File: src/hdl/pss_pkg.sv
// Shared types and constants of the printable string scanner.
// Used by the controller, the datapath and the top level; depends on nothing.
package pss_pkg;

  // Field widths fixed by the item formats
  localparam int MIN_LEN_W  = 6;
  localparam int CFG_DATA_W = 6;
  localparam int CFG_IDX_W  = 1;

  // Configuration register indexes
  localparam logic [CFG_IDX_W-1:0] REG_MIN_LENGTH = 1'd0;
  localparam logic [CFG_IDX_W-1:0] REG_WHITESPACE = 1'd1;

  localparam logic [MIN_LEN_W-1:0] MIN_LEN_RESET = 6'd4;
  localparam logic [MIN_LEN_W-1:0] MIN_LEN_FLOOR = 6'd2;

  // Zero bytes allowed between two characters
  localparam logic [1:0] MAX_GAP_NULLS = 2'd3;

  localparam logic [7:0] CHAR_NUL   = 8'h00;
  localparam logic [7:0] CHAR_TAB   = 8'h09;
  localparam logic [7:0] CHAR_SPACE = 8'h20;
  localparam logic [7:0] CHAR_TILDE = 8'h7e;

  // Result kinds
  localparam logic KIND_CHAR = 1'b0;
  localparam logic KIND_END  = 1'b1;

  typedef struct packed {
    logic [7:0] data_byte;
    logic       end_marker;
  } in_item_t;

  typedef struct packed {
    logic        kind;
    logic [7:0]  char_value;
    logic [31:0] start_offset;
    logic        last;
  } out_item_t;

  // Controller -> datapath
  typedef struct packed {
    logic accept;  // input transfer this cycle
    logic wr1;     // write second entry of a two-character run
    logic rd;      // read held entry
    logic load;    // load read data into the output register
  } ctrl_cmd_t;

  // Datapath -> controller
  typedef struct packed {
    logic can_load;        // output register free or being emptied
    logic need_wr1;        // item starts a two-character run
    logic accept_release;  // item completes a run of minimum length
    logic release_ready;   // held run has reached minimum length
    logic rd_last;         // read index is at the last held entry
  } ctrl_status_t;

endpackage

File: src/hdl/pss_ram.sv
// Generic single-port-write, single-port-read RAM with registered read data.
// No dependencies.
module pss_ram #(
  parameter int WIDTH = 8,
  parameter int DEPTH = 32
) (
  input  logic                     clk,
  input  logic                     wr_en,
  input  logic [$clog2(DEPTH)-1:0] wr_addr,
  input  logic [WIDTH-1:0]         wr_data,
  input  logic                     rd_en,
  input  logic [$clog2(DEPTH)-1:0] rd_addr,
  output logic [WIDTH-1:0]         rd_data
);

  logic [WIDTH-1:0] mem [DEPTH];

  always_ff @(posedge clk) begin
    if (wr_en) begin
      mem[wr_addr] <= wr_data;
    end
    if (rd_en) begin
      rd_data <= mem[rd_addr];
    end
  end

endmodule

File: src/hdl/pss_ctrl.sv
// Controller of the printable string scanner: sequences input transfers,
// the second hold write and the release sweep. Depends on pss_pkg.
module pss_ctrl (
  input  logic                  clk,
  input  logic                  rst,
  input  logic                  in_valid,
  input  pss_pkg::ctrl_status_t status,
  output pss_pkg::ctrl_cmd_t    cmd,
  output logic                  in_stall
);
  import pss_pkg::*;

  localparam logic [1:0] ST_IDLE = 2'd0;
  localparam logic [1:0] ST_WR1  = 2'd1;
  localparam logic [1:0] ST_RD   = 2'd2;
  localparam logic [1:0] ST_LOAD = 2'd3;

  logic [1:0] state;
  logic [1:0] state_next;
  logic       open;

  assign open     = (state == ST_IDLE) && status.can_load;
  assign in_stall = !open;

  always_comb begin
    cmd.accept = in_valid && open;
    cmd.wr1    = (state == ST_WR1);
    cmd.rd     = (state == ST_RD);
    cmd.load   = (state == ST_LOAD) && status.can_load;
  end

  always_comb begin
    state_next = state;
    case (state)
      ST_IDLE: begin
        if (cmd.accept) begin
          if (status.need_wr1) begin
            state_next = ST_WR1;
          end else if (status.accept_release) begin
            state_next = ST_RD;
          end
        end
      end
      ST_WR1: begin
        state_next = status.release_ready ? ST_RD : ST_IDLE;
      end
      ST_RD: begin
        state_next = ST_LOAD;
      end
      ST_LOAD: begin
        if (status.can_load) begin
          state_next = status.rd_last ? ST_IDLE : ST_RD;
        end
      end
      default: begin
        state_next = ST_IDLE;
      end
    endcase
  end

  always_ff @(posedge clk) begin
    if (rst) begin
      state <= ST_IDLE;
    end else begin
      state <= state_next;
    end
  end

endmodule

File: src/hdl/pss_datapath.sv
// Datapath of the printable string scanner: configuration, scan state,
// hold buffer RAM and output register. Depends on pss_pkg and pss_ram.
module pss_datapath #(
  parameter int HOLD_DEPTH = 32
) (
  input  logic                                clk,
  input  logic                                rst,
  input  logic                                cfg_write,
  input  logic [pss_pkg::CFG_IDX_W-1:0]       cfg_index,
  input  logic [pss_pkg::CFG_DATA_W-1:0]      cfg_data,
  input  pss_pkg::in_item_t                   byte_item,
  input  logic                                res_stall,
  output logic                                res_valid,
  output pss_pkg::out_item_t                  res_item,
  input  pss_pkg::ctrl_cmd_t                  cmd,
  output pss_pkg::ctrl_status_t               status
);
  import pss_pkg::*;

  localparam int IDX_W = $clog2(HOLD_DEPTH);
  localparam int CNT_W = $clog2(HOLD_DEPTH + 1);

  // Configuration
  logic [MIN_LEN_W-1:0] min_length;
  logic                 ws_printable;

  // Scan state
  logic [31:0]      byte_offset;
  logic [CNT_W-1:0] held_count;
  logic [1:0]       null_run;
  logic [1:0]       exp_gap;
  logic [31:0]      string_start;
  logic [31:0]      last_char_offset;
  logic [7:0]       previous_char;
  logic             emitting;
  logic [7:0]       last_held;
  logic [7:0]       pend_char;
  logic [CNT_W-1:0] rd_idx;

  logic [31:0]      byte_offset_next;
  logic [CNT_W-1:0] held_count_next;
  logic [1:0]       null_run_next;
  logic [1:0]       exp_gap_next;
  logic [31:0]      string_start_next;
  logic [31:0]      last_char_offset_next;
  logic [7:0]       previous_char_next;
  logic             emitting_next;
  logic [7:0]       last_held_next;
  logic [7:0]       pend_char_next;

  logic [7:0]       c;
  logic             printable;
  logic             gap_null;
  logic [CNT_W-1:0] eff_min;
  logic [CNT_W-1:0] count_after;
  logic             first_valid;
  out_item_t        first_item;
  logic             need_wr1;
  logic             accept_release;
  logic             hold_wr;
  logic [IDX_W-1:0] hold_addr;
  logic [7:0]       hold_data;

  logic             ram_wr_en;
  logic [IDX_W-1:0] ram_wr_addr;
  logic [7:0]       ram_wr_data;
  logic [7:0]       ram_rd_data;

  assign c         = byte_item.data_byte;
  assign printable = ((c >= CHAR_SPACE) && (c <= CHAR_TILDE)) ||
                     ((c == CHAR_TAB) && ws_printable);
  assign gap_null  = (c == CHAR_NUL) && (null_run < MAX_GAP_NULLS);

  // Minimum length clamped to at least MIN_LEN_FLOOR and at most the hold depth
  always_comb begin
    if (min_length < MIN_LEN_FLOOR) begin
      eff_min = CNT_W'(MIN_LEN_FLOOR);
    end else if (32'(min_length) > 32'(HOLD_DEPTH)) begin
      eff_min = CNT_W'(HOLD_DEPTH);
    end else begin
      eff_min = CNT_W'(min_length);
    end
  end

  assign count_after = (held_count < CNT_W'(HOLD_DEPTH)) ? held_count + CNT_W'(1) : held_count;

  // Next scan state for the item at the input
  always_comb begin
    byte_offset_next      = byte_offset;
    held_count_next       = held_count;
    null_run_next         = null_run;
    exp_gap_next          = exp_gap;
    string_start_next     = string_start;
    last_char_offset_next = last_char_offset;
    previous_char_next    = previous_char;
    emitting_next         = emitting;
    last_held_next        = last_held;
    pend_char_next        = pend_char;
    first_valid           = 1'b0;
    first_item.kind         = KIND_END;
    first_item.char_value   = CHAR_NUL;
    first_item.start_offset = string_start;
    first_item.last         = 1'b1;
    need_wr1              = 1'b0;
    accept_release        = 1'b0;
    hold_wr               = 1'b0;
    hold_addr             = '0;
    hold_data             = c;

    if (byte_item.end_marker) begin
      first_valid           = emitting;
      byte_offset_next      = '0;
      held_count_next       = '0;
      null_run_next         = '0;
      exp_gap_next          = '0;
      string_start_next     = '0;
      last_char_offset_next = '0;
      previous_char_next    = '0;
      emitting_next         = 1'b0;
    end else begin
      byte_offset_next = byte_offset + 32'd1;
      if (emitting) begin
        if (gap_null) begin
          null_run_next = null_run + 2'd1;
        end else if (!printable) begin
          first_valid     = 1'b1;
          emitting_next   = 1'b0;
          held_count_next = '0;
          null_run_next   = '0;
          exp_gap_next    = '0;
        end else if (null_run == exp_gap) begin
          first_valid           = 1'b1;
          first_item.kind       = KIND_CHAR;
          first_item.char_value = c;
          previous_char_next    = c;
          last_char_offset_next = byte_offset;
          null_run_next         = '0;
        end else begin
          // Gap changed: close the string and start over
          first_valid           = 1'b1;
          emitting_next         = 1'b0;
          null_run_next         = '0;
          last_char_offset_next = byte_offset;
          last_held_next        = c;
          hold_wr               = 1'b1;
          if (exp_gap != 2'd0) begin
            hold_data         = previous_char;
            need_wr1          = 1'b1;
            pend_char_next    = c;
            held_count_next   = CNT_W'(2);
            string_start_next = last_char_offset;
            exp_gap_next      = null_run;
            accept_release    = (eff_min <= CNT_W'(2));
          end else begin
            held_count_next   = CNT_W'(1);
            string_start_next = byte_offset;
            exp_gap_next      = '0;
          end
          first_item.last = !accept_release;
        end
      end else begin
        if (gap_null) begin
          null_run_next = null_run + 2'd1;
          if (held_count == CNT_W'(1)) begin
            exp_gap_next = exp_gap + 2'd1;
          end
        end else if (!printable) begin
          held_count_next = '0;
          null_run_next   = '0;
          exp_gap_next    = '0;
        end else if (held_count == '0) begin
          null_run_next         = '0;
          exp_gap_next          = '0;
          string_start_next     = byte_offset;
          hold_wr               = 1'b1;
          held_count_next       = CNT_W'(1);
          last_char_offset_next = byte_offset;
          last_held_next        = c;
        end else if (null_run != exp_gap) begin
          // Gap mismatch: last held char and this one form a new run
          hold_wr               = 1'b1;
          hold_data             = last_held;
          need_wr1              = 1'b1;
          pend_char_next        = c;
          held_count_next       = CNT_W'(2);
          string_start_next     = last_char_offset;
          last_char_offset_next = byte_offset;
          exp_gap_next          = null_run;
          null_run_next         = '0;
          last_held_next        = c;
          accept_release        = (eff_min <= CNT_W'(2));
        end else begin
          hold_wr               = (held_count < CNT_W'(HOLD_DEPTH));
          hold_addr             = held_count[IDX_W-1:0];
          held_count_next       = count_after;
          last_char_offset_next = byte_offset;
          null_run_next         = '0;
          last_held_next        = c;
          accept_release        = (count_after >= eff_min);
        end
      end
      if (accept_release) begin
        emitting_next      = 1'b1;
        previous_char_next = c;
      end
    end
  end

  always_comb begin
    status.can_load       = !res_valid || !res_stall;
    status.need_wr1       = need_wr1;
    status.accept_release = accept_release;
    status.release_ready  = (held_count >= eff_min);
    status.rd_last        = ((rd_idx + CNT_W'(1)) == held_count);
  end

  // Hold buffer: entries written on transfer, the second entry of a new two-character run in the follow-up cycle
  assign ram_wr_en   = (cmd.accept && hold_wr) || cmd.wr1;
  assign ram_wr_addr = cmd.wr1 ? IDX_W'(1) : hold_addr;
  assign ram_wr_data = cmd.wr1 ? pend_char : hold_data;

  pss_ram #(
    .WIDTH (8),
    .DEPTH (HOLD_DEPTH)
  ) u_hold_ram (
    .clk     (clk),
    .wr_en   (ram_wr_en),
    .wr_addr (ram_wr_addr),
    .wr_data (ram_wr_data),
    .rd_en   (cmd.rd),
    .rd_addr (rd_idx[IDX_W-1:0]),
    .rd_data (ram_rd_data)
  );

  always_ff @(posedge clk) begin
    if (rst) begin
      min_length       <= MIN_LEN_RESET;
      ws_printable     <= 1'b0;
      byte_offset      <= '0;
      held_count       <= '0;
      null_run         <= '0;
      exp_gap          <= '0;
      string_start     <= '0;
      last_char_offset <= '0;
      previous_char    <= '0;
      emitting         <= 1'b0;
      rd_idx           <= '0;
      res_valid        <= 1'b0;
    end else begin
      if (cfg_write) begin
        case (cfg_index)
          REG_MIN_LENGTH: min_length   <= cfg_data[MIN_LEN_W-1:0];
          REG_WHITESPACE: ws_printable <= cfg_data[0];
          default: ;
        endcase
      end
      if (cmd.accept) begin
        byte_offset      <= byte_offset_next;
        held_count       <= held_count_next;
        null_run         <= null_run_next;
        exp_gap          <= exp_gap_next;
        string_start     <= string_start_next;
        last_char_offset <= last_char_offset_next;
        previous_char    <= previous_char_next;
        emitting         <= emitting_next;
        rd_idx           <= '0;
      end else if (cmd.load) begin
        rd_idx <= rd_idx + CNT_W'(1);
      end
      if ((cmd.accept && first_valid) || cmd.load) begin
        res_valid <= 1'b1;
      end else if (!res_stall) begin
        res_valid <= 1'b0;
      end
    end
  end

  // Payload registers
  always_ff @(posedge clk) begin
    if (cmd.accept) begin
      last_held <= last_held_next;
      pend_char <= pend_char_next;
    end
    if (cmd.accept && first_valid) begin
      res_item <= first_item;
    end else if (cmd.load) begin
      res_item.kind         <= KIND_CHAR;
      res_item.char_value   <= ram_rd_data;
      res_item.start_offset <= string_start;
      res_item.last         <= status.rd_last;
    end
  end

endmodule

File: src/hdl/printable_string_scanner_unit.sv
// Printable string scanner, top level: controller plus datapath.
// Depends on pss_pkg, pss_ctrl, pss_datapath and pss_ram.
//
// Usage:
//   Input channel byte_valid/byte_stall/byte_item: one data byte per transfer,
//   or an end marker that closes the current string and restarts the scan.
//   Output channel res_valid/res_stall/res_item: string characters, each with
//   the start offset of its string, and string end results; last marks the
//   final result caused by one input transfer.
//   Config port cfg_write/cfg_index/cfg_data: 0 = min_length, 1 = tab printable.
//   Write it only while the block is idle.
// Timing:
//   A result from a byte is in the output register the cycle after its
//   transfer. A byte that starts a new two-character run also takes an extra
//   step in which the second hold entry is written.
//   A run that reaches the minimum length is released from the hold RAM one
//   held character at a time (registered RAM read, then output load).
//   Input is stalled while the output register is full and stalled, during
//   the second hold write and during a release.
// Reset: rst (synchronous) clears the scan state and restores min_length 4
//   and tab non-printable. Hold RAM contents are not cleared.
module printable_string_scanner_unit #(
  parameter int HOLD_DEPTH = 32
) (
  input  logic                           clk,
  input  logic                           rst,
  input  logic                           cfg_write,
  input  logic [pss_pkg::CFG_IDX_W-1:0]  cfg_index,
  input  logic [pss_pkg::CFG_DATA_W-1:0] cfg_data,
  input  logic                           byte_valid,
  output logic                           byte_stall,
  input  pss_pkg::in_item_t              byte_item,
  output logic                           res_valid,
  input  logic                           res_stall,
  output pss_pkg::out_item_t             res_item
);
  import pss_pkg::*;

  ctrl_cmd_t    cmd;
  ctrl_status_t status;

  // Sequencer: transfer, second hold write, release sweep
  pss_ctrl u_ctrl (
    .clk      (clk),
    .rst      (rst),
    .in_valid (byte_valid),
    .status   (status),
    .cmd      (cmd),
    .in_stall (byte_stall)
  );

  // Scan state, hold buffer and output register
  pss_datapath #(
    .HOLD_DEPTH (HOLD_DEPTH)
  ) u_datapath (
    .clk       (clk),
    .rst       (rst),
    .cfg_write (cfg_write),
    .cfg_index (cfg_index),
    .cfg_data  (cfg_data),
    .byte_item (byte_item),
    .res_stall (res_stall),
    .res_valid (res_valid),
    .res_item  (res_item),
    .cmd       (cmd),
    .status    (status)
  );

`ifndef SYNTH
  // A transfer and a release load never share a cycle
  a_single_source: assert property (@(posedge clk) disable iff (rst)
    !(cmd.accept && cmd.load))
    else $error("transfer and release load in the same cycle");

  // Second hold write only right after a transfer
  a_wr1_follows: assert property (@(posedge clk) disable iff (rst)
    cmd.wr1 |-> $past(cmd.accept))
    else $error("second hold write without a preceding transfer");

  // Output becomes valid only from a transfer or a release load
  a_res_origin: assert property (@(posedge clk) disable iff (rst)
    $rose(res_valid) |-> $past(cmd.accept || cmd.load))
    else $error("result appeared without a source");

  // Final released character carries last
  a_release_last: assert property (@(posedge clk) disable iff (rst)
    (cmd.load && status.rd_last) |=> (res_valid && res_item.last))
    else $error("final released character lacks last");
`endif

endmodule
File: config.mk
export PLATFORM = sky130hd
export DESIGN_NAME = printable_string_scanner_unit
export DESIGN_NICKNAME = d
export VERILOG_FILES = /design/src/hdl/pss_pkg.sv /design/src/hdl/pss_ram.sv /design/src/hdl/pss_ctrl.sv /design/src/hdl/pss_datapath.sv /design/src/hdl/printable_string_scanner_unit.sv
export SDC_FILE = /design/constraint.sdc
export NUM_CORES = 1
export LEC_CHECK = 0
export BUFFER_PORTS_ARGS = -buffer_cell sky130_fd_sc_hd__buf_4
export CAP_MARGIN = 0
export CORE_ASPECT_RATIO = 0.8
export CORE_MARGIN = 5
export CORE_UTILIZATION = 56
export DETAILED_ROUTE_END_ITERATION = 6
export PLACE_DENSITY_LB_ADDON = 0.05
export SETUP_SLACK_MARGIN = 0.5
export SYNTH_ARGS = -nofsm -noshare
export SYNTH_HDL_FRONTEND = slang
export SYNTH_HIERARCHICAL = 1
export SYNTH_SLANG_ARGS = --single-unit
File: constraint.sdc
create_clock -name clk -period 2.9 [get_ports clk]
set_input_delay 0.145 -clock clk [delete_from_list [all_inputs] [get_ports clk]]
set_output_delay 0.145 -clock clk [all_outputs]
set_load 0.02 [all_outputs]
==> results of run 1 <==
cell families after synthesis:
logic type,after synthesis
buffers and inverters,101
AND/OR/NAND/NOR,322
XOR/XNOR,48
adder cells (fa/ha/maj),19
AO/OA/AOI/OAI,174
multiplexers,127
flip-flops,453
cells in the final DEF (no fill, tap or decap), types with 21 or more instances in the layout:
cell                            Yosys  final
sky130_fd_sc_hd__inv_1             27     25
sky130_fd_sc_hd__o31ai_1           34     33
sky130_fd_sc_hd__a22oi_1           33     33
sky130_fd_sc_hd__nand3_1           57     57
sky130_fd_sc_hd__clkbuf_16          0     48
sky130_fd_sc_hd__edfxtp_1         322    322
sky130_fd_sc_hd__dlygate4sd3_1      0     21
sky130_fd_sc_hd__mux2i_1           38     38
sky130_fd_sc_hd__buf_4              8    138
sky130_fd_sc_hd__xor2_1            31     29
sky130_fd_sc_hd__nand2_1           49     46
sky130_fd_sc_hd__nor2_1           127    108
sky130_fd_sc_hd__mux4_2            80     80
sky130_fd_sc_hd__dfxtp_1          131    120
state kept, by name (all words and copies together), names as in the netlist, 2 cells and up:
signal,cells
u_datapath/u_hold_ram/rd_data,8
u_datapath/held_count,6
u_datapath/min_length,6
u_datapath/rd_idx,6
u_datapath/last_char_offset,32
u_datapath/previous_char,8
u_datapath/string_start,32
u_datapath/null_run,2
u_datapath/pend_char,8
u_datapath/last_held,8
u_datapath/res_item,42
u_datapath/byte_offset,32
u_datapath/exp_gap,2
u_ctrl/state,2
u_datapath/u_hold_ram/mem,256
through the flow:
step,utilization (%),worst slack [ns],cells
global route,68.36,0.2720,1860
floorplan,-,0.3569,1244
detailed placement,61.85,0.06588,1741
finish,68.36,0.3992,1860
global placement,61.85,0.1229,1741
CTS,67.40,0.4545,1847
worst min path at each step:
stage	start	to	slack, ns	cells after the start
2_1_floorplan	rst	u_ctrl/state[0]	0.22	1
3_3_place_gp	cfg_data[2]	u_datapath/min_length[2]	0.37	3
6_report	cfg_index	u_datapath/min_length[2]	0.07	4
5_1_grt	byte_item[6]	u_datapath/res_item[38]	0.07	2
4_1_cts	res_stall	u_datapath/res_valid	0.04	3
3_5_place_dp	cfg_data[2]	u_datapath/min_length[2]	0.38	3
what timing repair did:
item                                    4_1_cts  5_1_grt
endpoints found under the setup margin      377      496
hold buffers                                 20        1
pin swaps                                    13       13
buffers inserted                              5       10
resized for setup                            34       38
cloned                                        1        2
endpoints found under the hold margin        34        2
per-layer routing:
layer	global-route usage [%]	vias up	wire length (um)
li1	-	5147	-
met1	38.80	5805	20280
met2	32.17	457	18760
met3	4.475	57	3878
met4	4.662	2	668
met5	0	-	13
synth_stat cells (2+ instances only):
cell type and n:
sky130_fd_sc_hd__a211oi_1 7, sky130_fd_sc_hd__a21oi_1 19, sky130_fd_sc_hd__a21oi_2 2, sky130_fd_sc_hd__a221oi_1 7, sky130_fd_sc_hd__a22o_1 8, sky130_fd_sc_hd__a22oi_1 33, sky130_fd_sc_hd__a31oi_1 13, sky130_fd_sc_hd__a32o_1 8
sky130_fd_sc_hd__a32oi_1 8, sky130_fd_sc_hd__and2_1 7, sky130_fd_sc_hd__and3_1 6, sky130_fd_sc_hd__and3_2 2, sky130_fd_sc_hd__and4_1 7, sky130_fd_sc_hd__buf_1 9, sky130_fd_sc_hd__buf_2 9, sky130_fd_sc_hd__buf_4 8
sky130_fd_sc_hd__buf_6 5, sky130_fd_sc_hd__clkbuf_1 40, sky130_fd_sc_hd__dfxtp_1 131, sky130_fd_sc_hd__edfxtp_1 322, sky130_fd_sc_hd__ha_1 19, sky130_fd_sc_hd__inv_1 27, sky130_fd_sc_hd__mux2_2 9, sky130_fd_sc_hd__mux2i_1 38
sky130_fd_sc_hd__mux4_2 80, sky130_fd_sc_hd__nand2_1 49, sky130_fd_sc_hd__nand2b_1 3, sky130_fd_sc_hd__nand3_1 57, sky130_fd_sc_hd__nand3b_1 5, sky130_fd_sc_hd__nand4_1 14, sky130_fd_sc_hd__nor2_1 127, sky130_fd_sc_hd__nor2b_1 7
sky130_fd_sc_hd__nor3_1 16, sky130_fd_sc_hd__nor4_1 2, sky130_fd_sc_hd__nor4_2 4, sky130_fd_sc_hd__o21a_1 4, sky130_fd_sc_hd__o21ai_0 11, sky130_fd_sc_hd__o21ai_1 5, sky130_fd_sc_hd__o31ai_1 34, sky130_fd_sc_hd__o32ai_1 4
sky130_fd_sc_hd__or3_1 4, sky130_fd_sc_hd__or3b_2 3, sky130_fd_sc_hd__xnor2_1 17, sky130_fd_sc_hd__xor2_1 31
area by class of cell:
class | count | area [um^2]
sequential | 453 | 12320
fill | 2333 | 10320
multi-input combinational | 690 | 6264
timing repair buffer | 181 | 1677
clock buffer | 62 | 1241
tap | 427 | 534.3
clock inverter | 18 | 158.9
inverter | 29 | 108.9
power by group through the flow:
stage | Clock (uW) | Sequential, uW | Combinational (uW)
final | 5580 | 6970 | 555
after global routing | 5970 | 6970 | 592
after CTS | 5680 | 6970 | 527
after detailed placement | 0 | 7120 | 497
after global placement | 0 | 7120 | 490
after floorplan | 0 | 7120 | 258
tightest hold or removal path: stages:
cell                      delay (ns)
sky130_fd_sc_hd__buf_4          0.09
sky130_fd_sc_hd__nor2b_1        0.13
sky130_fd_sc_hd__mux2i_1        0.15
sky130_fd_sc_hd__nand2_1        0.06
==> impl_summary.md, run 1 <==
Run status
The run finished with clean final reports.

Pwr
Per report_power, the sequential group accounts for 53.2% of the total. The switching power total is 2712 uW. The worst IR drop on VDD is 0.0004309 V. After layout, the design draws a total of ~13,000 uW. Of the total power, the clock network draws 42.6%. For this design the static power due to leakage is 0.007655 uW. Net switching is 20.69% of the power. The share of power burned in combinational logic is 4.2%. The power per unit of standard cell area is 587.6 nW/um^2.

The cell-internal power is 10,400 uW.

Synth
The biggest area consumer among synthesized cells is sky130_fd_sc_hd__edfxtp_1. In the synthesized netlist, mux cells make up 12.31% of the area. The most common flop cell mapped by yosys is sky130_fd_sc_hd__edfxtp_1. Summing the areas of all compound-gate instances in the mapped netlist gives 6.885% of the synthesized area. The synthesized design contains 453 register bits.

The cell count after synthesis is about 1,200. By area the synthesized netlist is led by sky130_fd_sc_hd__edfxtp_1 (52%), sky130_fd_sc_hd__dfxtp_1 (14%), sky130_fd_sc_hd__mux4_2 (9.7%), sky130_fd_sc_hd__nor2_1 (2.6%), sky130_fd_sc_hd__mux2i_1 (2.1%). After Yosys synthesis, and, or, nand and nor cells account for 8.483% of the synthesized area. The mean cell area of the mapped netlist is ~15 um^2. During synthesis, Yosys emitted a total of 6 warnings. The number of synthesized flops with an enable pin is about 320. After synthesis, the share of flip-flops with an asynchronous set or reset is 0%. When the netlist entered floorplanning its net count stood at 1,284. The top-area cell type share of the netlist area is 52.11%. The synthesized netlist devotes 1.281% of its cell area to adder and majority cells.

Summing every instance area after synthesis gives 18,550 um^2. For this run, the register share of the synthesized area comes to between 60% and 70%. After synthesis, the netlist uses 67 different library cells. The synthesized netlist devotes between 2 and 2.5% of its cell area to XOR and XNOR gates. The main combinational cell family by area after synthesis is multiplexers.

Placement
Once placement finished, the instance area stood at 20,180 um^2. During placement, the flow inserted port buffers numbering 64. Once detailed placement completed, the half-perimeter wirelength came to between 20,000 and 30,000 um.

Routability-driven placement finished with a final weighted congestion of 0.8724.

Floorplan
The vertical die dimension is between 150 and 200 um. In this run the count of I/O pins placed on the die edge is 65. From left edge to right edge, the die measures 213.5 um. The die footprint is between 30,000 and 40,000 um^2. For this configuration, the core starts out at a cell density of 56.86%. The initialized floorplan defines between 50 and 60 standard-cell rows. The core region is 32,630 um^2.

STA
The worst path in the final design needs a cycle of around 2.5 ns, including I/O delays and setup. Headroom to the max-slew limit came out at 37.08%. After routing, the total negative slack on setup checks comes to 0 ns.

Setup repair after global routing could not meet its margin everywhere. The fraction of the cycle the final worst path needs is 86.23%. The total count of hold-check failures in the final report was 0.

The worst clock skew is between 0.015 and 0.02 ns. The max-slew violation count was 0. Setup violations remaining at the end of the flow were counted as 0.

The hold slack is 0.07306 ns. At the pin with the least slew margin, the transition time is 0.9419 ns. The maximum clock frequency is 0.3999 GHz.

Clock tree
The number of clock buffers inserted by TritonCTS is 44. The depth of the CTS H-tree is 2. The number of buffers on the longest clock path is 3. The clock drives 453 sinks. The CTS tree is yes. In this run the clock root is driven by a sky130_fd_sc_hd__clkbuf_16. After clock tree synthesis, the clock-pin slew on the worst setup and hold paths is 0.06 ns. The clock network latency to the later pin of the worst-skew pair is 0.55 ns.

Worst hold path
The type of the tightest min-delay check is input port to flip-flop.

Cells and area
The final net count is 1,439. The post-layout instance area is 22,310 um^2. In the final layout, the share of cells above drive strength 1 is 28.68%. From synthesis to final layout, the design area changed by 20.22%.

The repair_antennas step left the layout with diodes totalling 0.

Critical path
Setup slack on the worst reg-to-reg path comes out at 0.40 ns. STA classifies the critical path endpoint as a flip-flop. Tracing the worst setup path back leads to its startpoint at u_datapath/held_count[5].

The capturing point of the worst reg2reg path is u_datapath/previous_char[6]. The most numerous cell type found on the critical path is sky130_fd_sc_hd__a21oi_2. The endpoint of the most critical setup path is u_datapath/previous_char[6]. The worst setup path is launched from a flip-flop. Along the worst path, the maximum fanout reaches 8.

Traced cell by cell, the critical path runs through inv_2 -> nand4_1 -> xnor2_1 -> inv_1 -> ha_1 -> a211o_1 -> a21oi_2 -> o21ai_2 -> a21oi_2 -> buf_4 -> a21oi_4 -> a32o_1. The required time of the critical path is 3.34 ns. The largest individual stage delay along the critical path comes from the cell sky130_fd_sc_hd__dfxtp_4. The critical path's largest stage delay is 0.39 ns. The number of cells on the critical path is 12. The cell type group with the largest total delay on the critical path is compound AO/OA/AOI/OAI gates. The kind of critical path is flip-flop to flip-flop. STA puts the critical path data arrival time at 2.94 ns.

Counting both buffers and inverters, the worst setup path holds a total of 3. In this run the critical register-to-register path is launched from u_datapath/held_count[5]. Counting cells, the worst reg-to-reg path comes to 12.

Routing
After the first detailed-routing iteration, the DRC count stood at 1,133. Wires add up to roughly 44,000 um. The first TritonRoute pass finished after 5 iterations. The count of vias placed by the detailed router is 11,470. In this run the remaining antenna-violating nets after routing total 0. The remaining design rule violation count is 0. Dividing the detail-routed wire length by the instance count gives 23.44 um.

In the routed layout, each cell is associated on average with a via count of between 6 and 7.

Global route
The total routing usage reported by global routing is 23.29%. The global-route wire length before repair is between 60,000 and 70,000 um. The number of global-route vias before repair is approximately 11,000.

The final global-route overflow total is 0. The pin count of the biggest net entering global routing is 65. The initial antenna violation count is 1.

Job
Max-cap violations in this run came to 0.
(Power assumes the default switching activity.)
==> run 2, diff against run 1 <==
--- a/config.mk
+++ b/config.mk
@@ -15,5 +15,4 @@
 export SETUP_SLACK_MARGIN = 0.5
 export SYNTH_ARGS = -nofsm -noshare
 export SYNTH_HDL_FRONTEND = slang
-export SYNTH_HIERARCHICAL = 1
 export SYNTH_SLANG_ARGS = --single-unit
==> run 2 against run 1 <==
  * Final cell count increased by 3.1%
  * Sequential share of layout area decreased by 2.2 points
  * Fmax increased by 2.1%
  * Critical path type unchanged
  * Highest routed layer is now met4
==> impl_summary.md, run 2 <==
Synth
The sequential area share after synthesis is approximately two thirds. By area the synthesized netlist is led by sky130_fd_sc_hd__edfxtp_1 (52%), sky130_fd_sc_hd__dfxtp_1 (14%), sky130_fd_sc_hd__mux4_2 (9.7%), sky130_fd_sc_hd__mux2i_1 (3.8%), sky130_fd_sc_hd__nor2_1 (3.2%). After synthesis the netlist holds a flip-flop and latch count of 453.

The cell count after synthesis is about 1,300. After synthesis, the netlist uses 64 different library cells. The portion of synthesized area spent on multiplexers is 13.98%. The most common flop cell mapped by yosys is sky130_fd_sc_hd__edfxtp_1. The Yosys step of the flow raised 0 warnings. After synthesis, the share of flip-flops with an asynchronous set or reset is 0%. The most common cell in the synthesized netlist is sky130_fd_sc_hd__edfxtp_1.

The post-synthesis compound-gate area fraction is 5.887%. The number of synthesized flops with an enable pin is roughly 320. The commonest cells after synthesis are sky130_fd_sc_hd__edfxtp_1 (322), sky130_fd_sc_hd__nor2_1 (160), sky130_fd_sc_hd__dfxtp_1 (131). The top-area cell type share of the netlist area is 51.93%. The largest total area in the synthesized netlist belongs to sky130_fd_sc_hd__edfxtp_1.

A synthesized cell averages 14.71 um^2. The xor/xnor cell area share of the yosys netlist is under 10%. The number of nets produced by synthesis is 1,306. The synthesized netlist devotes 1.277% of its cell area to adder and majority cells. After synthesis the cells add up to roughly 19,000 um^2. After synthesis, the largest family of logic cells by area is multiplexers. The fraction of the mapped netlist area in simple logic gates is 8.850%.

Floorplan
The starting density of the core is approximately 57%. The total I/O pin count is 65. The width of the die is 213.9 um. The die footprint is roughly 37,000 um^2. The initialized floorplan defines 59 standard-cell rows. The standard cell core area is 32,700 um^2.

In this run the vertical extent of the chip is 173.1 um.

Placement
The HPWL after detailed placement is 28,970 um. Before CTS, the worst setup slack after placement is 0.06185 ns. In this run the cell area measured after placement is 20,430 um^2.

The cell count after placement is 1,772. In this run the tool buffered the top-level ports with 64 buffer cells. The congestion estimate from routability-driven global placement came to 0.9022.

Cells and area
The largest registers in the layout are u_datapath.u_hold_ram.mem x256, u_datapath.res_item x42. In the layout the commonest cells are sky130_fd_sc_hd__edfxtp_1 (322), sky130_fd_sc_hd__buf_4 (143), sky130_fd_sc_hd__nor2_1 (136), sky130_fd_sc_hd__dfxtp_1 (117), sky130_fd_sc_hd__mux4_2 (80). The number of antenna diodes is 0.

The fraction of final layout cells with drive strength greater than 1 is 30.81%. The flip-flop count of the largest register after layout is about 260. The post-layout instance area is between 20,000 and 25,000 um^2. The area added between synthesis and finish is 24.94%. The number of standard cells in the final layout excluding fillers is 1,917. Counting flops per register, the top entry is u_datapath.u_hold_ram.mem. After filler insertion, the fill cell instance count of the layout stands at roughly 2,200. For this run, the share of the core covered by cells in the final layout is between 70% and 80%.

The final net count is roughly 1,500. The most common cell after layout, fill and taps aside is sky130_fd_sc_hd__edfxtp_1.

Critical path
Walking the worst path, the cells encountered are xnor2_2 -> nand2_4 -> a211oi_4 -> nand4_1 -> a221o_2 -> buf_6 -> nor4_4 -> buf_6. Counting both buffers and inverters, the worst setup path holds a total of 2. The biggest fanout along the worst timing path is 8. The worst setup path is captured at a flip-flop.

STA classifies the critical path startpoint as a flip-flop. The reg-to-reg startpoint is u_datapath.exp_gap[0]. The critical path's largest stage delay is 0.52 ns.

The required time of the critical path is 3.17 ns. The data arrival time of the critical path is 2.72 ns. The cell type group with the largest total delay on the critical path is compound AO/OA/AOI/OAI gates. The worst setup path is of the flip-flop to flip-flop kind. Among the stages of the critical path, the cell type that occurs most often is sky130_fd_sc_hd__buf_6.

The slowest library cell on the worst path is sky130_fd_sc_hd__a221o_2. The capturing point of the worst reg2reg path is u_datapath.u_hold_ram.mem[13][7]. The length in cells of the worst reg-to-reg path is 8. The slack of the worst reg-to-reg path is 0.45 ns.

Global route
For this run, the total global-route usage over all layers was measured as between 20% and 30%. Summed over all layers, the global routing overflow is 0. The first global-routing pass estimated 71,770 um of wire. The initial antenna violation count is 2. The number of global-route vias before repair is 11,310. Entering global routing, the biggest net connects 60 pins.

STA
For the pin with the worst max-slew slack, the measured transition is 0.9479 ns. The max-slew violation count came to 0. Measured against its own limit, the worst slew margin works out to between 30% and 40%. Setup violations remaining at the end of the flow were counted as 0. Setup repair after global routing could not meet its margin everywhere. The smallest clock period supported by the final layout is computed as about 2.4 ns.

The worst clock skew is between 0.015 and 0.02 ns. For the final routed database, the setup TNS stands at 0 ns. Timing would allow up to around 0.41 GHz. The worst path uses 84.46% of the clock period. Across all setup checks in the final design, the least slack found is 0.4508 ns. The total count of hold-check failures in the final report came to 0.

Job
Max-cap violations in this run came to 0.

Worst hold path
The source of the worst hold timing path is byte_item[6]. The instance count along the most critical hold path is 2. The type of the tightest min-delay check is input port to flip-flop. The destination of the worst hold path is u_datapath.res_item[38].

Pwr
Summed over all cells, the static leakage comes to 0.008022 uW. The portion of total power attributed to sequential cells is 52.0%. Combinational logic is responsible for under 10% of the overall power. The power per unit of standard cell area is 572.7 nW/um^2. The worst-case IR drop observed on VDD is 0.0005197 V. The switching part of the total is about 20%.

The internal power of the cells totals 10,610 uW. The clock network burns 43.8% of the power. Summed over all nets, the switching power comes to 2714 uW.

Routing
The average detailed-routed wire length per instance is 25.83 um. After detailed routing, the number of remaining DRC violations is 0. The remaining antenna violation count after routing is 0. The number of search-and-repair iterations in the first detailed-routing pass is 6. The number of vias per cell is 6.246. The routed wire length is 49,520 um. Summing over every cut layer, the via total after detailed routing is 11,970.

The first routing iteration left 1,259 violations.

Clock tree
The number of clock buffers inserted by TritonCTS is 43. For the worst-skew pair, the clock arrives at the later sink with an insertion delay of 0.56 ns. The CTS tree is yes. Counting every sink on the clock net gives 453. After clock tree synthesis, the clock-pin slew on the worst setup and hold paths is 0.06 ns.

Clock tree synthesis selected as its root buffer the cell sky130_fd_sc_hd__clkbuf_16. No sink is reached through more buffers than the 3 on the longest clock path. The depth of the CTS H-tree is 2.

Run status
The run finished with clean final reports.
[run 2: cell types whose count changed in the layout (fill, tap and decap cells not counted), sizes merged, moves of 6 or more]
cell / change
nor3: -6
a21oi: +16
a22o: +27
buf: +29
nand3: -21
inv: -14
nor2: +40
mux2i: +32
a32oi: -8
o31ai: -30
a22oi: -30
nand2: +10
[run 2: metrics by stage]
stage / total power, uW / hold WS (ns)
finish: 13320 / 0.03063
global route: 13720 / 0.02502
CTS: 13380 / 0.02137
floorplan: 7308 / 0.2439
global placement: 7493 / 0.3797
detailed placement: 7498 / 0.3876
[run 2: area by class of cell]
cell class                      count  area [um^2]  share of cell area, %
Clock buffer                       53         1166                  5.013
Multi-Input combinational cell    733         6733                  28.94
Sequential cell                   453        12330                  53.01
Inverter                           14        52.55                 0.2259
Timing Repair Buffer              212         2147                  9.230
Tap cell                          427        534.3                  2.297
Clock inverter                     25        297.8                  1.280
[run 2: worst reg2reg max path, delay by kind of cell (launching register included)]
family | cells | cell delay [ns]
buf+inv | 2 | 0.33
xor+xnor | 1 | 0.27
flops | 1 | 0.36
compound gates | 2 | 0.73
simple gates | 3 | 0.48
[run 2: kinds of logic (layout without fill, tap and decap cells)]
group / Yosys count / after routing
flops: 453 / 453
simple gates: 352 / 356
mux: 159 / 159
compound gates: 151 / 154
buf+inv: 87 / 304
xor+xnor: 45 / 45
fa+ha+maj: 19 / 19
[run 2: timing repair]
action / 4_1_cts / 5_1_grt
setup endpoints to repair: 459 / 464
endpoints found under the hold margin: 37 / 0
gates resized for setup: 50 / 74
gates cloned: 7 / 9
hold buffers: 18 / 0
setup buffers: 15 / 18
pin swaps: 20 / 26
[run 2: routing by layer]
metal / up-vias / share of wire (%) / GRT usage, % / wire [um]
met2: 610 / 42 / 34.24 / 20740
met5: - / 0 / 0 / 0
met3: 51 / 11 / 8.007 / 5648
met4: 0 / 1.3 / 4.609 / 654
met1: 6039 / 45 / 41.52 / 22480
li1: 5274 / - / - / -
[run 2: power groups by stage]
| stage | sequential, uW | clock (uW) | combinational (uW) |
|---|---|---|---|
| 2_1_floorplan | 7070 | 0 | 237 |
| 5_1_grt | 6930 | 6210 | 588 |
| 3_3_place_gp | 7070 | 0 | 419 |
| 3_5_place_dp | 7070 | 0 | 423 |
| 6_report | 6930 | 5830 | 561 |
| 4_1_cts | 6930 | 5940 | 506 |
[run 2: how the worst max path moves through the flow]
stage,start,end,cells after the start
2_1_floorplan,u_datapath.emitting,u_datapath.u_hold_ram.mem[15][0],8
3_3_place_gp,byte_item[5],u_datapath.u_hold_ram.mem[11][0],8
3_5_place_dp,byte_item[5],u_datapath.u_hold_ram.mem[3][2],9
4_1_cts,u_datapath.ws_printable,u_datapath.u_hold_ram.mem[10][5],6
5_1_grt,u_datapath.min_length[5],u_ctrl.state[1],9
6_report,u_datapath.exp_gap[0],u_datapath.u_hold_ram.mem[13][7],8
==> run 3, diff against run 2 <==
--- a/config.mk
+++ b/config.mk
@@ -5,11 +5,12 @@
 export SDC_FILE = /design/constraint.sdc
 export NUM_CORES = 1
 export LEC_CHECK = 0
+export ABC_AREA = 1
 export BUFFER_PORTS_ARGS = -buffer_cell sky130_fd_sc_hd__buf_4
 export CAP_MARGIN = 0
 export CORE_ASPECT_RATIO = 0.8
 export CORE_MARGIN = 5
-export CORE_UTILIZATION = 56
+export CORE_UTILIZATION = 60
 export DETAILED_ROUTE_END_ITERATION = 6
 export PLACE_DENSITY_LB_ADDON = 0.05
 export SETUP_SLACK_MARGIN = 0.5
==> constraint.sdc (replaced) <==
create_clock -name clk -period 2.3 [get_ports clk]
set_input_delay 0.115 -clock clk [delete_from_list [all_inputs] [get_ports clk]]
set_output_delay 0.115 -clock clk [all_outputs]
set_load 0.02 [all_outputs]
==> run 3 against run 2 <==
  * The flow now finishes with violations (setup timing)
  * Critical path depth rose by 10
  * Setup slack got worse by 0.73 ns
  * Final cell count rose by 39%
  * Non-clock buffer count rose by 131
  * Sequential share of layout area fell by 4.5 points
  * Cell area rose by 9.2%
  * Fmax fell by 5.2%
  * Count of clock-buffer cells in the layout rose by 11
  * Sequential power rose by 35%
==> impl_summary.md, run 3 <==
Run status
The run finished, with violations left. The final reports fail on setup timing.

Clock tree
The number of clock buffers inserted by TritonCTS is 43. The number of clock sinks is 453. TritonCTS built the clock tree. The clock network latency to the later pin of the worst-skew pair is 0.56 ns. The clock-pin slew of the registers on the worst-case setup and hold paths is 0.07 ns. The clock root buffer master is sky130_fd_sc_hd__clkbuf_16. The depth of the CTS H-tree is 2. The clock passes through at most 3 buffers.

STA
Setup repair after global routing could not meet its margin everywhere. The minimum clock period after layout is roughly 2.6 ns. The worst path uses 112.3% of the clock period. Setup violations remaining at the end of the flow were counted as between 100 and 150. Clock skew on the completed layout was measured at 0.01954 ns. The maximum clock frequency is 0.3870 GHz. The pin slew with the least headroom to its limit is 0.7877 ns. The hold slack is 0.04405 ns. In the post-route analysis, the smallest setup slack over all paths is -0.2838 ns. The max-slew violation count is 0. The total count of hold-check failures in the final report is 0. Headroom to the max-slew limit came out at 47.29%.

Global route
The total routing usage reported by global routing is 31.59%. The number of global-route vias before repair is 15,240. The initial antenna violation count is 1. Entering global routing, the biggest net connects 57 pins. After global routing the overflow that remains totals 0.

The first global-routing pass estimated around 88,000 um of wire.

Critical path
The cell type group with the largest total delay on the critical path is simple AND/OR/NAND/NOR gates. STA puts the critical path data required time at 2.75 ns. The slowest library cell on the worst path is sky130_fd_sc_hd__dfxtp_4.

The data arrival time of the critical path is between 3 and 4 ns. The critical path is of the flip-flop to flip-flop type. Traced cell by cell, the critical path runs through inv_2 -> buf_6 -> nor3_4 -> xor2_1 -> inv_1 -> ha_4 -> nand2_2 -> nor2_2 -> nand2_1 -> nand4_1 -> nand2_1 -> o21ai_2 -> buf_4 -> nand2_2 -> nand2_2 -> nand2_1 -> nor2_1 -> nor2_1. The critical path's largest stage delay is 0.37 ns. The biggest fanout along the worst timing path is 4. The startpoint type of the worst setup path is a flip-flop. Measured in cells, the most critical reg-to-reg path has a length of 18. The number of cells on the critical path is 18.

The buffers plus inverters on the worst setup path is 4. The kind of end point of the critical path is a flip-flop.

Routing
The count of vias placed by the detailed router is 16,860. The remaining design rule violation count is 0. The first TritonRoute pass finished after 6 iterations. In this run the remaining antenna-violating nets after routing total 0. The routed wire length is a little over 60,000 um.

The number of vias per cell is ~6.3. Dividing the detail-routed wire length by the instance count gives 22.92 um. In this run, the number of DRC markers left after iteration 0 of detailed routing was between 2,000 and 2,500.

Floorplan
Once the floorplan was initialized, standard cells occupied 60.30% of the core. The total I/O pin count is 65. The die footprint is about 36,000 um^2. The number of cell rows is between 50 and 60.

In this run the horizontal extent of the chip is 211.3 um. The vertical die dimension is 171.0 um. The standard cell core area is approximately 32,000 um^2.

Pwr
Dividing total power by cell area gives a power density of 797.7 nW/um^2. In this run the static leakage power is 0.009256 uW. The final total power is between 20,000 and 25,000 uW. VDD sags by at most 0.0007048 V.

Synth
The total number of yosys warnings is 0. The most common cell in the synthesized netlist is sky130_fd_sc_hd__edfxtp_1. The share of flip-flops with an asynchronous set or reset is 0%. The most common flop cell mapped by yosys is sky130_fd_sc_hd__edfxtp_1.

Summed over all instances, the cell type with the most area after synthesis is sky130_fd_sc_hd__edfxtp_1. The synthesis-stage register bit count is 453. The cell area after technology mapping is 19,450 um^2. The number of distinct standard cells referenced by the synthesized netlist is 46.

The sequential area share after synthesis is 63.19%. Ranked by total cell area, the synthesized netlist is headed by sky130_fd_sc_hd__edfxtp_1 (50%), sky130_fd_sc_hd__dfxtp_1 (13%), sky130_fd_sc_hd__o21ai_0 (6.0%), sky130_fd_sc_hd__nor2_1 (5.5%), sky130_fd_sc_hd__nand2_1 (4.8%). The cell count after synthesis is 1,923. The number of synthesized flops with an enable pin is 322.

Summed over its instances, the top area cell type makes up just under 50% of the synthesized netlist area. After synthesis, the mean cell area works out to 10.12 um^2. Ranked by instance count, the synthesized netlist is headed by sky130_fd_sc_hd__edfxtp_1 (322), sky130_fd_sc_hd__nor2_1 (287), sky130_fd_sc_hd__nand2_1 (250). The number of nets produced by synthesis is 1,963.

Cells and area
Leaving out fill and tap cells, the most frequent cells in the layout are sky130_fd_sc_hd__edfxtp_1 (322), sky130_fd_sc_hd__nor2_1 (242), sky130_fd_sc_hd__buf_4 (219), sky130_fd_sc_hd__nand2_1 (210), sky130_fd_sc_hd__o21ai_0 (210). The register with the most flip-flops in the layout has 256 of them. The library cell used most frequently in the layout, excluding fill and tap cells, is sky130_fd_sc_hd__edfxtp_1.

The final net count is 2,253. The number of standard cells in the final layout excluding fillers is 2,674. The register ranked first by flip-flop count is u_datapath.u_hold_ram.mem. With fillers left out, the area of the finished cells amounts to 25,410 um^2. The largest registers in the layout are u_datapath.u_hold_ram.mem x256, u_datapath.res_item x42. The number of antenna diodes is 0. Compared with the post-synthesis result, the final layout area differs by 30.62%. The number of fillers in the final layout is 1,914.

The fraction of final layout cells with drive strength greater than 1 is between 20% and 30%.

Placement
The number of input and output port buffers inserted is 64. The total cell area at the placement stage is between 20,000 and 25,000 um^2. At the end of routability-driven placement, the weighted congestion stood at 0.9520.

Detailed placement finished with a half-perimeter wire length of 36,930 um. The cell count after placement is 2,497.

Worst hold path
The tightest min-delay check is of the input port to flip-flop type. The instance count along the most critical hold path is 4.

Job
Max-cap violations in this run came to 0.
-- run 3: where the power goes --
| group | internal [uW] | total [uW] | switching [uW] |
|---|---|---|---|
| clock network | 4430 | 7450 | 3020 |
| logic | 1360 | 3490 | 2130 |
| registers | 9200 | 9330 | 137 |
| total | 15000 | 20300 | 5280 |
-- run 3: metrics by stage --
stage                     setup TNS [ns]  setup slack (ns)  util, %
final                             -8.041           -0.2838    78.76
after floorplan                        0           0.09510        -
after global placement            -5.696           -0.1672    67.44
after CTS                         -1.466           -0.1664    74.77
after detailed placement          -12.72           -0.2291    67.44
after global routing              -13.03           -0.3815    78.76
-- run 3: worst paths after layout --
| path | start | end | slack (ns) |
|---|---|---|---|
| worst max-delay path | u_datapath.held_count[0] | u_ctrl.state[1] | -0.28 |
| worst min-delay path | cfg_index | u_datapath.ws_printable | 0.04 |
| worst max register to register | u_datapath.held_count[0] | u_ctrl.state[1] | -0.28 |
| worst min register to register | u_datapath.string_start[14] | u_datapath.res_item[15] | 0.43 |
-- run 3: repair_timing --
item	CTS	global route
hold buffers	19	0
endpoints found under the hold margin	25	0
pin swaps	30	47
setup endpoints to repair	686	699
buffers inserted	28	42
gates cloned	3	6
resized for setup	116	222
-- run 3: area by class of cell --
| class | count | area [um^2] | area share (%) |
|---|---|---|---|
| multi-input cells | 1214 | 7044 | 27.73 |
| clock inverters | 15 | 210.2 | 0.8273 |
| well taps | 427 | 534.3 | 2.103 |
| repair buffers | 343 | 3405 | 13.40 |
| clock buffers | 64 | 1280 | 5.038 |
| flip-flops and latches | 453 | 12320 | 48.50 |
| inverters | 158 | 610.6 | 2.403 |
-- run 3: cell families (layout without fill, tap and decap cells) --
group,count (synthesis),after routing,share of synthesized area (%)
xor gates and xnor gates,5,5,0.2251
buffers and inverters,258,580,5.281
AOI/OAI and AO/OA,492,494,14.91
adders and majority gates,19,19,1.222
DFF,453,453,63.19
and+or+nand+nor,696,696,15.17
-- run 3: routing by layer --
layer / vias up / routed length [um] / GRT usage (%)
li1: 7410 / - / -
met1: 8109 / 25710 / 50.36
met2: 1179 / 25860 / 44.01
met3: 157 / 8051 / 7.773
met4: 2 / 1635 / 7.139
met5: - / 13 / 0
-- run 3: worst reg2reg max path, cell delays in order, from the launching register on --
cell and delay (ns):
sky130_fd_sc_hd__dfxtp_4 0.37, sky130_fd_sc_hd__inv_2 0.06, sky130_fd_sc_hd__buf_6 0.12, sky130_fd_sc_hd__nor3_4 0.16
sky130_fd_sc_hd__xor2_1 0.15, sky130_fd_sc_hd__inv_1 0.10, sky130_fd_sc_hd__ha_4 0.28, sky130_fd_sc_hd__nand2_2 0.07
sky130_fd_sc_hd__nor2_2 0.10, sky130_fd_sc_hd__nand2_1 0.06, sky130_fd_sc_hd__nand4_1 0.15, sky130_fd_sc_hd__nand2_1 0.11
sky130_fd_sc_hd__o21ai_2 0.24, sky130_fd_sc_hd__buf_4 0.17, sky130_fd_sc_hd__nand2_2 0.05, sky130_fd_sc_hd__nand2_2 0.09
sky130_fd_sc_hd__nand2_1 0.06, sky130_fd_sc_hd__nor2_1 0.09, sky130_fd_sc_hd__nor2_1 0.05
